[src/rtl/core/motion_triggered_camera_selector_assert.svh]
// ----------------------------------------------------------------------------
// motion_triggered_camera_selector_assert.svh
// assertion macros used by the camera selector engine
// ----------------------------------------------------------------------------
`ifndef MOTION_TRIGGERED_CAMERA_SELECTOR_ASSERT_SVH
`define MOTION_TRIGGERED_CAMERA_SELECTOR_ASSERT_SVH

// condition that must hold at every clock edge out of reset
`define MTCS_ASSERT_ALWAYS(label, cond, msg) \
  label: assert property (@(posedge clk) disable iff (rst) (cond)) \
    else $error(msg);

// condition that must hold whenever the antecedent holds
`define MTCS_ASSERT_IMPLIES(label, ante, cons, msg) \
  label: assert property (@(posedge clk) disable iff (rst) (ante) |-> (cons)) \
    else $error(msg);

`endif

[src/rtl/core/mtcs_pkg.sv]
// ----------------------------------------------------------------------------
// mtcs_pkg
// shared constants, codes and types of the camera selector
// ----------------------------------------------------------------------------
package mtcs_pkg;

  // default sizes
  localparam int DEF_NUM_CAMERAS = 4;
  localparam int DEF_COUNT_WIDTH = 16;

  // configuration register layout
  localparam int CFG_WIDTH      = 16;
  localparam int APB_ADDR_WIDTH = 3;
  localparam int APB_DATA_WIDTH = 32;
  localparam int REG_ADDR_LSB   = 2;

  localparam logic [CFG_WIDTH-1:0] HOLD_TICKS_RESET  = 16'd500;
  localparam logic [CFG_WIDTH-1:0] DWELL_TICKS_RESET = 16'd300;

  // register indexes
  localparam logic REG_HOLD_TICKS  = 1'b0;
  localparam logic REG_DWELL_TICKS = 1'b1;

  // recording mode, unset only before the first transaction
  typedef enum logic [1:0] {
    MODE_NONE   = 2'd0,
    MODE_SINGLE = 2'd1,
    MODE_ROTATE = 2'd2,
    MODE_UNSET  = 2'd3
  } mode_t;

  // configuration handed from the register block to the engine
  typedef struct packed {
    logic [CFG_WIDTH-1:0] hold_ticks;
    logic [CFG_WIDTH-1:0] dwell_ticks;
  } cfg_t;

endpackage

[src/rtl/core/mtcs_if.sv]
// ----------------------------------------------------------------------------
// mtcs_if
// valid/ready channels for sensor samples and selector results
// ----------------------------------------------------------------------------

// sensor sample channel
interface mtcs_in_if
  import mtcs_pkg::*;
#(
  parameter int NUM_CAMERAS = DEF_NUM_CAMERAS
);
  logic                   valid;
  logic                   ready;
  logic [NUM_CAMERAS-1:0] sensors;
  logic                   tick;

  modport source (output valid, output sensors, output tick, input ready);
  modport sink   (input valid, input sensors, input tick, output ready);
endinterface

// selector result channel
interface mtcs_out_if
  import mtcs_pkg::*;
#(
  parameter int NUM_CAMERAS = DEF_NUM_CAMERAS,
  parameter int SEL_W       = $clog2(NUM_CAMERAS)
);
  logic                   valid;
  logic                   ready;
  logic [SEL_W-1:0]       camera_select;
  logic                   pause;
  logic [1:0]             mode;
  logic [NUM_CAMERAS-1:0] marked_mask;
  logic                   announce;

  modport source (output valid, output camera_select, output pause, output mode,
                  output marked_mask, output announce, input ready);
  modport sink   (input valid, input camera_select, input pause, input mode,
                  input marked_mask, input announce, output ready);
endinterface

[src/rtl/core/mtcs_cfg_regs.sv]
// ----------------------------------------------------------------------------
// mtcs_cfg_regs
// apb register block holding the hold and dwell thresholds
// ----------------------------------------------------------------------------
module mtcs_cfg_regs
  import mtcs_pkg::*;
(
  input  logic                      clk,
  input  logic                      rst,
  input  logic                      psel,
  input  logic                      penable,
  input  logic                      pwrite,
  input  logic [APB_ADDR_WIDTH-1:0] paddr,
  input  logic [APB_DATA_WIDTH-1:0] pwdata,
  output logic [APB_DATA_WIDTH-1:0] prdata,
  output logic                      pready,
  output cfg_t                      cfg
);

  logic reg_index;
  logic wr_en;

  assign pready    = 1'b1;
  assign reg_index = paddr[REG_ADDR_LSB];
  assign wr_en     = psel && penable && pwrite && pready;

  // register writes
  always_ff @(posedge clk) begin
    if (rst) begin
      cfg.hold_ticks  <= HOLD_TICKS_RESET;
      cfg.dwell_ticks <= DWELL_TICKS_RESET;
    end else if (wr_en) begin
      unique case (reg_index)
        REG_HOLD_TICKS:  cfg.hold_ticks  <= pwdata[CFG_WIDTH-1:0];
        REG_DWELL_TICKS: cfg.dwell_ticks <= pwdata[CFG_WIDTH-1:0];
        default: ;
      endcase
    end
  end

  // read back
  always_comb begin
    unique case (reg_index)
      REG_HOLD_TICKS:  prdata = APB_DATA_WIDTH'(cfg.hold_ticks);
      REG_DWELL_TICKS: prdata = APB_DATA_WIDTH'(cfg.dwell_ticks);
      default:         prdata = '0;
    endcase
  end

endmodule

[src/rtl/core/mtcs_engine.sv]
// ----------------------------------------------------------------------------
// mtcs_engine
// input register, per-sample selection logic and result register
// ----------------------------------------------------------------------------
module mtcs_engine
  import mtcs_pkg::*;
#(
  parameter int NUM_CAMERAS = DEF_NUM_CAMERAS,
  parameter int COUNT_WIDTH = DEF_COUNT_WIDTH
)(
  input  logic             clk,
  input  logic             rst,
  input  cfg_t             cfg,
  mtcs_in_if.sink          items,
  mtcs_out_if.source       results
);

  `include "motion_triggered_camera_selector_assert.svh"

  localparam int SEL_W = $clog2(NUM_CAMERAS);
  localparam int SUM_W = SEL_W + 1;
  localparam int ANN_W = $clog2(NUM_CAMERAS + 1);
  localparam int CMP_W = (COUNT_WIDTH > CFG_WIDTH) ? COUNT_WIDTH : CFG_WIDTH;
  localparam logic [ANN_W-1:0] NONE_ANNOUNCED = ANN_W'(NUM_CAMERAS);

  // input register
  logic                   in_valid;
  logic [NUM_CAMERAS-1:0] in_sensors;
  logic                   in_tick;
  logic                   advance;

  // selector state
  logic [NUM_CAMERAS-1:0] active_flag;
  logic [NUM_CAMERAS-1:0] marked_flag;
  logic [COUNT_WIDTH-1:0] hold_count [NUM_CAMERAS];
  logic [COUNT_WIDTH-1:0] dwell_count;
  logic [SEL_W-1:0]       current_camera;
  logic                   rotate_enable;
  mode_t                  previous_mode;
  logic [ANN_W-1:0]       announced_camera;

  // next state
  logic [NUM_CAMERAS-1:0] active_flag_next;
  logic [NUM_CAMERAS-1:0] marked_flag_next;
  logic [COUNT_WIDTH-1:0] hold_count_next [NUM_CAMERAS];
  logic [COUNT_WIDTH-1:0] dwell_count_next;
  logic [SEL_W-1:0]       current_camera_next;
  logic                   rotate_enable_next;
  logic [ANN_W-1:0]       announced_camera_next;
  mode_t                  mode_cur;
  logic                   announce_cur;
  logic [SEL_W-1:0]       lowest;
  logic [SEL_W-1:0]       rot_pick;
  logic [SUM_W-1:0]       cand_sum;
  logic [SEL_W-1:0]       cand;
  logic                   entering;

  // result register
  logic                   out_valid;
  logic [SEL_W-1:0]       out_camera_select;
  logic                   out_pause;
  mode_t                  out_mode;
  logic [NUM_CAMERAS-1:0] out_marked_mask;
  logic                   out_announce;

  // handshake: advance when the result register is free or being drained
  assign advance     = in_valid && (!out_valid || results.ready);
  assign items.ready = !in_valid || advance;

  // input register
  always_ff @(posedge clk) begin
    if (rst) begin
      in_valid <= 1'b0;
    end else if (items.ready) begin
      in_valid <= items.valid;
    end
  end

  always_ff @(posedge clk) begin
    if (items.valid && items.ready) begin
      in_sensors <= items.sensors;
      in_tick    <= items.tick;
    end
  end

  // sensor edges, tick, mode evaluation
  always_comb begin
    active_flag_next      = in_sensors;
    marked_flag_next      = marked_flag | (in_sensors & ~active_flag);
    dwell_count_next      = dwell_count;
    current_camera_next   = current_camera;
    rotate_enable_next    = rotate_enable;
    announced_camera_next = announced_camera;
    announce_cur          = 1'b0;
    rot_pick              = current_camera;
    cand_sum              = '0;
    cand                  = '0;
    lowest                = '0;
    entering              = 1'b0;

    for (int k = 0; k < NUM_CAMERAS; k++) begin
      hold_count_next[k] = (!in_sensors[k] && active_flag[k]) ? '0 : hold_count[k];
    end

    if (in_tick) begin
      dwell_count_next = (&dwell_count) ? dwell_count : dwell_count + 1'b1;
      for (int k = 0; k < NUM_CAMERAS; k++) begin
        hold_count_next[k] = (&hold_count_next[k]) ? hold_count_next[k]
                                                   : hold_count_next[k] + 1'b1;
        if (!active_flag_next[k] &&
            CMP_W'(hold_count_next[k]) >= CMP_W'(cfg.hold_ticks)) begin
          marked_flag_next[k] = 1'b0;
        end
      end
      // rotation: nearest marked camera after the current one
      if (rotate_enable && CMP_W'(dwell_count_next) >= CMP_W'(cfg.dwell_ticks)) begin
        for (int step = NUM_CAMERAS; step >= 1; step--) begin
          cand_sum = SUM_W'(current_camera) + SUM_W'(step);
          cand     = (cand_sum >= SUM_W'(NUM_CAMERAS)) ?
                     SEL_W'(cand_sum - SUM_W'(NUM_CAMERAS)) : SEL_W'(cand_sum);
          if (marked_flag_next[cand]) begin
            rot_pick = cand;
          end
        end
        current_camera_next = rot_pick;
        dwell_count_next    = '0;
      end
    end

    // lowest marked camera
    for (int k = NUM_CAMERAS - 1; k >= 0; k--) begin
      if (marked_flag_next[k]) begin
        lowest = SEL_W'(k);
      end
    end

    priority if (marked_flag_next == '0) begin
      mode_cur = MODE_NONE;
    end else if ($onehot(marked_flag_next)) begin
      mode_cur = MODE_SINGLE;
    end else begin
      mode_cur = MODE_ROTATE;
    end

    // mode entry and announce
    if (mode_cur == MODE_NONE) begin
      if (previous_mode != MODE_NONE) begin
        rotate_enable_next    = 1'b0;
        announce_cur          = 1'b1;
        announced_camera_next = NONE_ANNOUNCED;
      end
    end else begin
      entering = (previous_mode != mode_cur);
      if (entering) begin
        current_camera_next = lowest;
        if (mode_cur == MODE_SINGLE) begin
          rotate_enable_next = 1'b0;
        end else begin
          dwell_count_next   = '0;
          rotate_enable_next = 1'b1;
        end
      end
      if (entering || mode_cur == MODE_ROTATE) begin
        if (announced_camera != ANN_W'(current_camera_next)) begin
          announce_cur          = 1'b1;
          announced_camera_next = ANN_W'(current_camera_next);
        end
      end
    end
  end

  // state update on each processed transaction
  always_ff @(posedge clk) begin
    if (rst) begin
      active_flag      <= '0;
      marked_flag      <= '0;
      dwell_count      <= '0;
      current_camera   <= '0;
      rotate_enable    <= 1'b0;
      previous_mode    <= MODE_UNSET;
      announced_camera <= NONE_ANNOUNCED;
      for (int k = 0; k < NUM_CAMERAS; k++) begin
        hold_count[k] <= '0;
      end
    end else if (advance) begin
      active_flag      <= active_flag_next;
      marked_flag      <= marked_flag_next;
      dwell_count      <= dwell_count_next;
      current_camera   <= current_camera_next;
      rotate_enable    <= rotate_enable_next;
      previous_mode    <= mode_cur;
      announced_camera <= announced_camera_next;
      for (int k = 0; k < NUM_CAMERAS; k++) begin
        hold_count[k] <= hold_count_next[k];
      end
    end
  end

  // result register
  always_ff @(posedge clk) begin
    if (rst) begin
      out_valid <= 1'b0;
    end else if (advance) begin
      out_valid <= 1'b1;
    end else if (results.ready) begin
      out_valid <= 1'b0;
    end
  end

  always_ff @(posedge clk) begin
    if (advance) begin
      out_camera_select <= current_camera_next;
      out_pause         <= (mode_cur == MODE_NONE);
      out_mode          <= mode_cur;
      out_marked_mask   <= marked_flag_next;
      out_announce      <= announce_cur;
    end
  end

  assign results.valid         = out_valid;
  assign results.camera_select = out_camera_select;
  assign results.pause         = out_pause;
  assign results.mode          = out_mode;
  assign results.marked_mask   = out_marked_mask;
  assign results.announce      = out_announce;

  // checks
  `MTCS_ASSERT_ALWAYS(a_active_is_marked, (active_flag & ~marked_flag) == '0,
    "active camera is not marked")
  `MTCS_ASSERT_IMPLIES(a_rotate_only_in_rotate_mode, rotate_enable,
    previous_mode == MODE_ROTATE, "rotation enabled outside rotating mode")
  `MTCS_ASSERT_IMPLIES(a_none_forgets_announce, previous_mode == MODE_NONE,
    announced_camera == NONE_ANNOUNCED, "announced camera kept while paused")
  `MTCS_ASSERT_IMPLIES(a_paused_result_empty, out_valid && out_mode == MODE_NONE,
    out_pause && out_marked_mask == '0, "paused result carries marked cameras")

endmodule

[src/rtl/core/motion_triggered_camera_selector.sv]
// ----------------------------------------------------------------------------
// motion_triggered_camera_selector
// picks the camera to record from presence sensor samples
// ----------------------------------------------------------------------------
// Usage:
//   items carries one sensor sample per transaction: sensors (bit k for camera
//   k) and tick, one time base tick. results returns exactly one transaction
//   per sample: camera_select, pause, mode, marked_mask and an announce pulse.
//   hold_ticks (address 0) and dwell_ticks (address 4) are set through the apb
//   port; write them only while no sample is in flight.
// Pipeline and throughput:
//   a sample lands in the input register, is evaluated against the selector
//   state in one pass and its result is written into the result register
//   once that register is free or being drained. One sample is taken every
//   cycle while results is ready; the state update of the single evaluation
//   stage sets that.
// Reset:
//   rst clears all marks, counters and the announce history, loads the
//   threshold defaults (500 and 300) and empties both registers.
// Stall:
//   while results is not ready, the result register holds its transaction,
//   one more sample waits in the input register and then items.ready drops.
// ----------------------------------------------------------------------------
module motion_triggered_camera_selector
  import mtcs_pkg::*;
#(
  parameter int NUM_CAMERAS = DEF_NUM_CAMERAS,
  parameter int COUNT_WIDTH = DEF_COUNT_WIDTH
)(
  input  logic                      clk,
  input  logic                      rst,
  input  logic                      psel,
  input  logic                      penable,
  input  logic                      pwrite,
  input  logic [APB_ADDR_WIDTH-1:0] paddr,
  input  logic [APB_DATA_WIDTH-1:0] pwdata,
  output logic [APB_DATA_WIDTH-1:0] prdata,
  output logic                      pready,
  mtcs_in_if.sink                   items,
  mtcs_out_if.source                results
);

  cfg_t cfg;

  // threshold registers
  mtcs_cfg_regs u_cfg_regs (
    .clk     (clk),
    .rst     (rst),
    .psel    (psel),
    .penable (penable),
    .pwrite  (pwrite),
    .paddr   (paddr),
    .pwdata  (pwdata),
    .prdata  (prdata),
    .pready  (pready),
    .cfg     (cfg)
  );

  // selection pipeline
  mtcs_engine #(
    .NUM_CAMERAS (NUM_CAMERAS),
    .COUNT_WIDTH (COUNT_WIDTH)
  ) u_engine (
    .clk     (clk),
    .rst     (rst),
    .cfg     (cfg),
    .items   (items),
    .results (results)
  );

endmodule
[src/flat_wrapper.sv]
// flat-port wrapper written by rule: the top's interface ports become plain ports
module motion_triggered_camera_selector_flat import mtcs_pkg::*;
#(
  parameter int NUM_CAMERAS = DEF_NUM_CAMERAS,
  parameter int COUNT_WIDTH = DEF_COUNT_WIDTH
)
  (clk, rst, psel, penable, pwrite, paddr, pwdata, prdata, pready, items_valid, items_sensors, items_tick, items_ready, results_valid, results_camera_select, results_pause, results_mode, results_marked_mask, results_announce, results_ready);
  mtcs_in_if #(.NUM_CAMERAS(NUM_CAMERAS)) items_i ();
  mtcs_out_if #(.NUM_CAMERAS(NUM_CAMERAS)) results_i ();
  input  logic clk;
  input  logic rst;
  input  logic psel;
  input  logic penable;
  input  logic pwrite;
  input  logic [APB_ADDR_WIDTH-1:0] paddr;
  input  logic [APB_DATA_WIDTH-1:0] pwdata;
  output logic [APB_DATA_WIDTH-1:0] prdata;
  output logic pready;
  input wire logic [$bits(items_i.valid)-1:0] items_valid;
  input wire logic [$bits(items_i.sensors)-1:0] items_sensors;
  input wire logic [$bits(items_i.tick)-1:0] items_tick;
  output wire logic [$bits(items_i.ready)-1:0] items_ready;
  output wire logic [$bits(results_i.valid)-1:0] results_valid;
  output wire logic [$bits(results_i.camera_select)-1:0] results_camera_select;
  output wire logic [$bits(results_i.pause)-1:0] results_pause;
  output wire logic [$bits(results_i.mode)-1:0] results_mode;
  output wire logic [$bits(results_i.marked_mask)-1:0] results_marked_mask;
  output wire logic [$bits(results_i.announce)-1:0] results_announce;
  input wire logic [$bits(results_i.ready)-1:0] results_ready;
  assign items_i.valid = items_valid;
  assign items_i.sensors = items_sensors;
  assign items_i.tick = items_tick;
  assign items_ready = items_i.ready;
  assign results_valid = results_i.valid;
  assign results_camera_select = results_i.camera_select;
  assign results_pause = results_i.pause;
  assign results_mode = results_i.mode;
  assign results_marked_mask = results_i.marked_mask;
  assign results_announce = results_i.announce;
  assign results_i.ready = results_ready;
  motion_triggered_camera_selector #(.NUM_CAMERAS(NUM_CAMERAS), .COUNT_WIDTH(COUNT_WIDTH)) u_core (.clk(clk), .rst(rst), .psel(psel), .penable(penable), .pwrite(pwrite), .paddr(paddr), .pwdata(pwdata), .prdata(prdata), .pready(pready), .items(items_i), .results(results_i));
endmodule
[config.mk]
export PLATFORM = sky130hd
export DESIGN_NAME = motion_triggered_camera_selector_flat
export DESIGN_NICKNAME = d
export VERILOG_FILES = /design/src/rtl/core/mtcs_pkg.sv /design/src/rtl/core/mtcs_if.sv /design/src/rtl/core/mtcs_cfg_regs.sv /design/src/rtl/core/mtcs_engine.sv /design/src/rtl/core/motion_triggered_camera_selector.sv /design/src/flat_wrapper.sv
export VERILOG_INCLUDE_DIRS = /design/src /design/src/rtl/core
export SDC_FILE = /design/constraint.sdc
export NUM_CORES = 1
export LEC_CHECK = 0
export BUFFER_PORTS_ARGS = -buffer_cell sky130_fd_sc_hd__buf_4
export CAP_MARGIN = 10
export CELL_PAD_IN_SITES_DETAIL_PLACEMENT = 2
export CELL_PAD_IN_SITES_GLOBAL_PLACEMENT = 2
export CORE_MARGIN = 4
export CORE_UTILIZATION = 38
export DETAILED_ROUTE_END_ITERATION = 10
export PLACE_DENSITY_LB_ADDON = 0.2
export SYNTH_ARGS = -nofsm -noshare
export SYNTH_HDL_FRONTEND = slang
export SYNTH_HIERARCHICAL = 1
export SYNTH_SLANG_ARGS = --single-unit
[constraint.sdc]
create_clock -name clk -period 8.28 [get_ports clk]
set_input_delay 1.656 -clock clk [delete_from_list [all_inputs] [get_ports clk]]
set_output_delay 1.656 -clock clk [all_outputs]
set_load 0.01 [all_outputs]
==> summary.md <==
| Metric | Value |
|---|---|
| Max-capacitance violation count | `0` |
| Mux contribution to synthesized area | `0.05340` |
| Synth Area in Simple Gates | `0.2470` |
| CTS Buf Count | `17` |
| Fmax | `0.1318 GHz` |
| Final WS setup | `691.9 ps` |
| Commonest non-fill, non-tap cell in the layout | `nand2_1` |
| Worst reg2reg path depth | `32` |
| Post-synth EDFFs | `79` |
| Arr. time, crit path | `7890 ps` |
| Mapped cell area | `~11000 sq um` |
| Crit path time final | `around 7600 ps` |
| Average wire per standard cell | `~22 microns` |
| Placed cell count | `roughly 1.7k` |
| Crit path max fanout | `15` |
| Setup violators final | `0` |
| Layout Utilization | `0.4370` |
| Most frequent cells in the layout | `nand2_1 (158), nor2_1 (155), ha_1 (88)` |
| Largest family of logic cells by synthesized area | `simple AND/OR/NAND/NOR gates` |
| Syn_area_per_cell | `8.560 sq um` |
| Die area | `31640 sq um` |
| Post-route setup TNS | `0 ps` |
| Met3 WL post-DR | `940 microns` |
| Fin nets | `1451` |
| Reg2reg setup slack | `between 600 and 700 ps` |
| Root Driver | `clkbuf_16` |
| DR top layer | `met4` |
| Adder-cell share of the synthesized area | `0.1022` |
| Total congestion overflow | `0` |
| Synth-to-layout area growth | `11.92%` |
| Main synth FF type | `edfxtp_1` |
| N_diodes | `0` |
| Clock Skew | `roughly 16 ps` |
| Wl on met1 | `16350 microns` |
| Crit share post-route | `0.9164` |
| DRC Markers | `0` |
| Starting density of the core | `0.3904` |
| Worst skew pair latency | `440 ps` |
| Slowest-stage cell, CP | `nor3_1` |
| R2R Path Start | `u_core/u_engine/active_flag_next[3]` |
| Hold_buf cts | `0` |
| Vias post-DR | `about 9.5k` |
| Row count | `just over 60` |
| CP endpoint kind | `register` |
| Fraction of layout cells with a size suffix above 1 | `0.1160` |
| Drt first pass iters | `4` |
| Die width | `177.9 microns` |
| Global-route wire length before repair | `57530 microns` |
| Die Ht | `177.9 microns` |
| Longest Clk Path Bufs | `2` |
| Critical path class | `register to register` |
| Unrepaired setup endpoints after global routing | `no` |
| Fraction of registers with async set/reset | `0` |
| CTS tree | `built` |
| Via density per instance | `5.555` |
| Post-Layout Cell Count | `roughly 1.7k` |
| Slew @ Worst Pin | `~1000 ps` |
| IO Port Bufs | `56` |
| Hold/Removal Path Class | `register to register` |
| Largest net degree at the start of global routing | `76` |
| H-tree depth | `4` |
| Xor/xnor share of the synthesized area | `0.09185` |
| Reg2reg end | `u_core/u_engine/dwell_count[9]` |
| DRT Wirelength | `36740 microns` |
| Antenna violations before repair | `0` |
| Hold depth | `2` |
| Clock slew at reported path FFs | `~70 ps` |
| I/O pin count | `92` |
| Post-cts sizing count | `0` |
| PD cells | `164.3 nW/um^2` |
| Initial drt markers | `459` |
| Final hold violations | `0` |
| TritonCTS Sinks | `145` |
| Vias in the first global route | `10.25k` |
| LEAKAGE | `4.970 nW` |
| Post-DRT Antenna Nets | `0` |
| Max-slew violations | `0` |
| Synth Area in Compound Gates | `0.1131` |
| Worst Hold Endpoint | `u_core/u_engine/marked_flag[3]` |
| Yosys reg bits | `145` |
| YS warnings | `6` |
| Dpl hpwl | `~26000 microns` |
| Seq/Total Area, Yosys | `0.3368` |
| Netlist cell types | `74` |
| Delay of the slowest critical-path stage | `~650 ps` |
| Critical hold path startpoint | `u_core/u_engine/marked_flag[3]` |
| All-Layer GR Usage | `0.2339` |
| Final Wtd Congestion | `0.7734` |
| Max-slew headroom | `0.3007` |
| Met2 wire length | `18790 microns` |
| VDD IR max | `141.1 uV` |
| Core area | `28090 sq um` |
| Post-synthesis instance total | `1281` |
| Crit path required time | `8580 ps` |
| Post-CTS setup buffer count | `0` |
| Post-Place Worst Slack | `669.1 ps` |
| Setup crit start kind | `register` |
| Outcome | `complete, no violations` |
| Most used cell, CP | `ha_1` |
==> report_power, final <==
part	internal, mW	leakage [nW]	switching, mW
sequential	0.800	1.36	0.0379
combinational	0.137	3.31	0.219
clock	0.464	0.302	0.359
==> logic make-up (layout without fill, tap and decap cells) <==
| family | count (synthesis) | count (layout) |
|---|---|---|
| DFF | 145 | 145 |
| adders and majority gates | 89 | 89 |
| AOI/OAI and AO/OA | 188 | 188 |
| xor gates and xnor gates | 115 | 115 |
| muxes | 55 | 55 |
| buffers and inverters | 130 | 162 |
| and+or+nand+nor | 557 | 557 |
| other | 2 | 17 |
==> final cells by class <==
type / count / area, sq um
Sequential cell: 145 / 3694
Clock buffer: 20 / 489.2
Timing Repair Buffer: 72 / 540.5
Fill cell: 3214 / 15810
Inverter: 58 / 217.7
Tap cell: 378 / 473.0
Multi-Input combinational cell: 1021 / 6741
Clock inverter: 12 / 117.6
==> critical path, delay by kind of cell (launching register included) <==
kind,cells,cell delay [ps]
buf+inv,4,570
fa+ha+maj,5,1430
flops,1,430
simple gates,15,2910
compound gates,7,1900
xor+xnor,1,210
==> per-layer routing <==
| metal | up-vias | GRT usage |
|---|---|---|
| li1 | 4501 | - |
| met1 | 4805 | 0.2900 |
| met2 | 134 | 0.4278 |
| met3 | 37 | 0.03217 |
| met4 | 0 | 0.05511 |
| met5 | - | 0 |
==> Yosys cell counts (all sizes together) (5+ instances only) <==
| cell | number | share of area |
|---|---|---|
| ha | 88 | 0.10 |
| nor3 | 24 | 0.012 |
| dfxtp | 66 | 0.12 |
| o21a | 8 | 0.0055 |
| or2 | 6 | 0.0034 |
| o31ai | 5 | 0.0034 |
| nand2 | 159 | 0.055 |
| nand4 | 30 | 0.018 |
| nand2b | 51 | 0.029 |
| mux2i | 33 | 0.030 |
| xor2 | 51 | 0.041 |
| clkbuf | 46 | 0.016 |
| a21o | 8 | 0.0055 |
| inv | 58 | 0.020 |
| edfxtp | 79 | 0.22 |
| nor3b | 6 | 0.0050 |
| buf | 26 | 0.019 |
| and3 | 17 | 0.0098 |
| nand3 | 59 | 0.027 |
| a31oi | 13 | 0.0080 |
| mux2 | 22 | 0.023 |
| xnor2 | 64 | 0.051 |
| a211o | 5 | 0.0040 |
| a22o | 11 | 0.0088 |
| a211oi | 9 | 0.0071 |
| and2 | 13 | 0.0074 |
| nor2 | 155 | 0.053 |
| nor2b | 15 | 0.0086 |
| o21ai | 29 | 0.013 |
| a21oi | 68 | 0.031 |
| nor4 | 5 | 0.0042 |
| and4 | 8 | 0.0066 |
==> stage by stage <==
| step | total power, mW | hold slack (ps) | area, sq um |
|---|---|---|---|
| after floorplan | 1.090 | 436.1 | 11020 |
| after detailed placement | 1.206 | 457.7 | 11660 |
| after CTS | 2.038 | 469.1 | 12270 |
| after global routing | 2.111 | 503.1 | 12270 |
| final | 2.016 | 462.8 | 12270 |
| after global placement | 1.185 | 450.1 | 11660 |
==> sequential cells by signal (all words and copies together), names as in the netlist, 3 cells and up <==
signal                               flops
u_core/u_cfg_regs/cfg                   32
u_core/u_engine/active_flag              4
u_core/u_engine/active_flag_next         4
u_core/u_engine/announced_camera         3
u_core/u_engine/dwell_count             16
u_core/u_engine/hold_count              64
u_core/u_engine/marked_flag              4
u_core/u_engine/results.marked_mask      4
==> how the worst max path moves through the flow <==
stage | cells past startpoint | end | slack (ps) | start
final | 32 | u_core/u_engine/dwell_count[9] | 690 | u_core/u_engine/active_flag_next[3]
after global routing | 32 | u_core/u_engine/dwell_count[9] | 80 | u_core/u_engine/active_flag_next[3]
after CTS | 32 | u_core/u_engine/dwell_count[9] | 570 | u_core/u_engine/active_flag_next[3]
after detailed placement | 34 | u_core/u_engine/current_camera[1] | 670 | u_core/u_engine/active_flag_next[3]
after global placement | 34 | u_core/u_engine/current_camera[1] | 860 | u_core/u_engine/active_flag_next[3]
after floorplan | 35 | u_core/u_engine/results.camera_select[1] | 1760 | u_core/u_engine/active_flag_next[0]
Power figures use the tool's default switching activity.
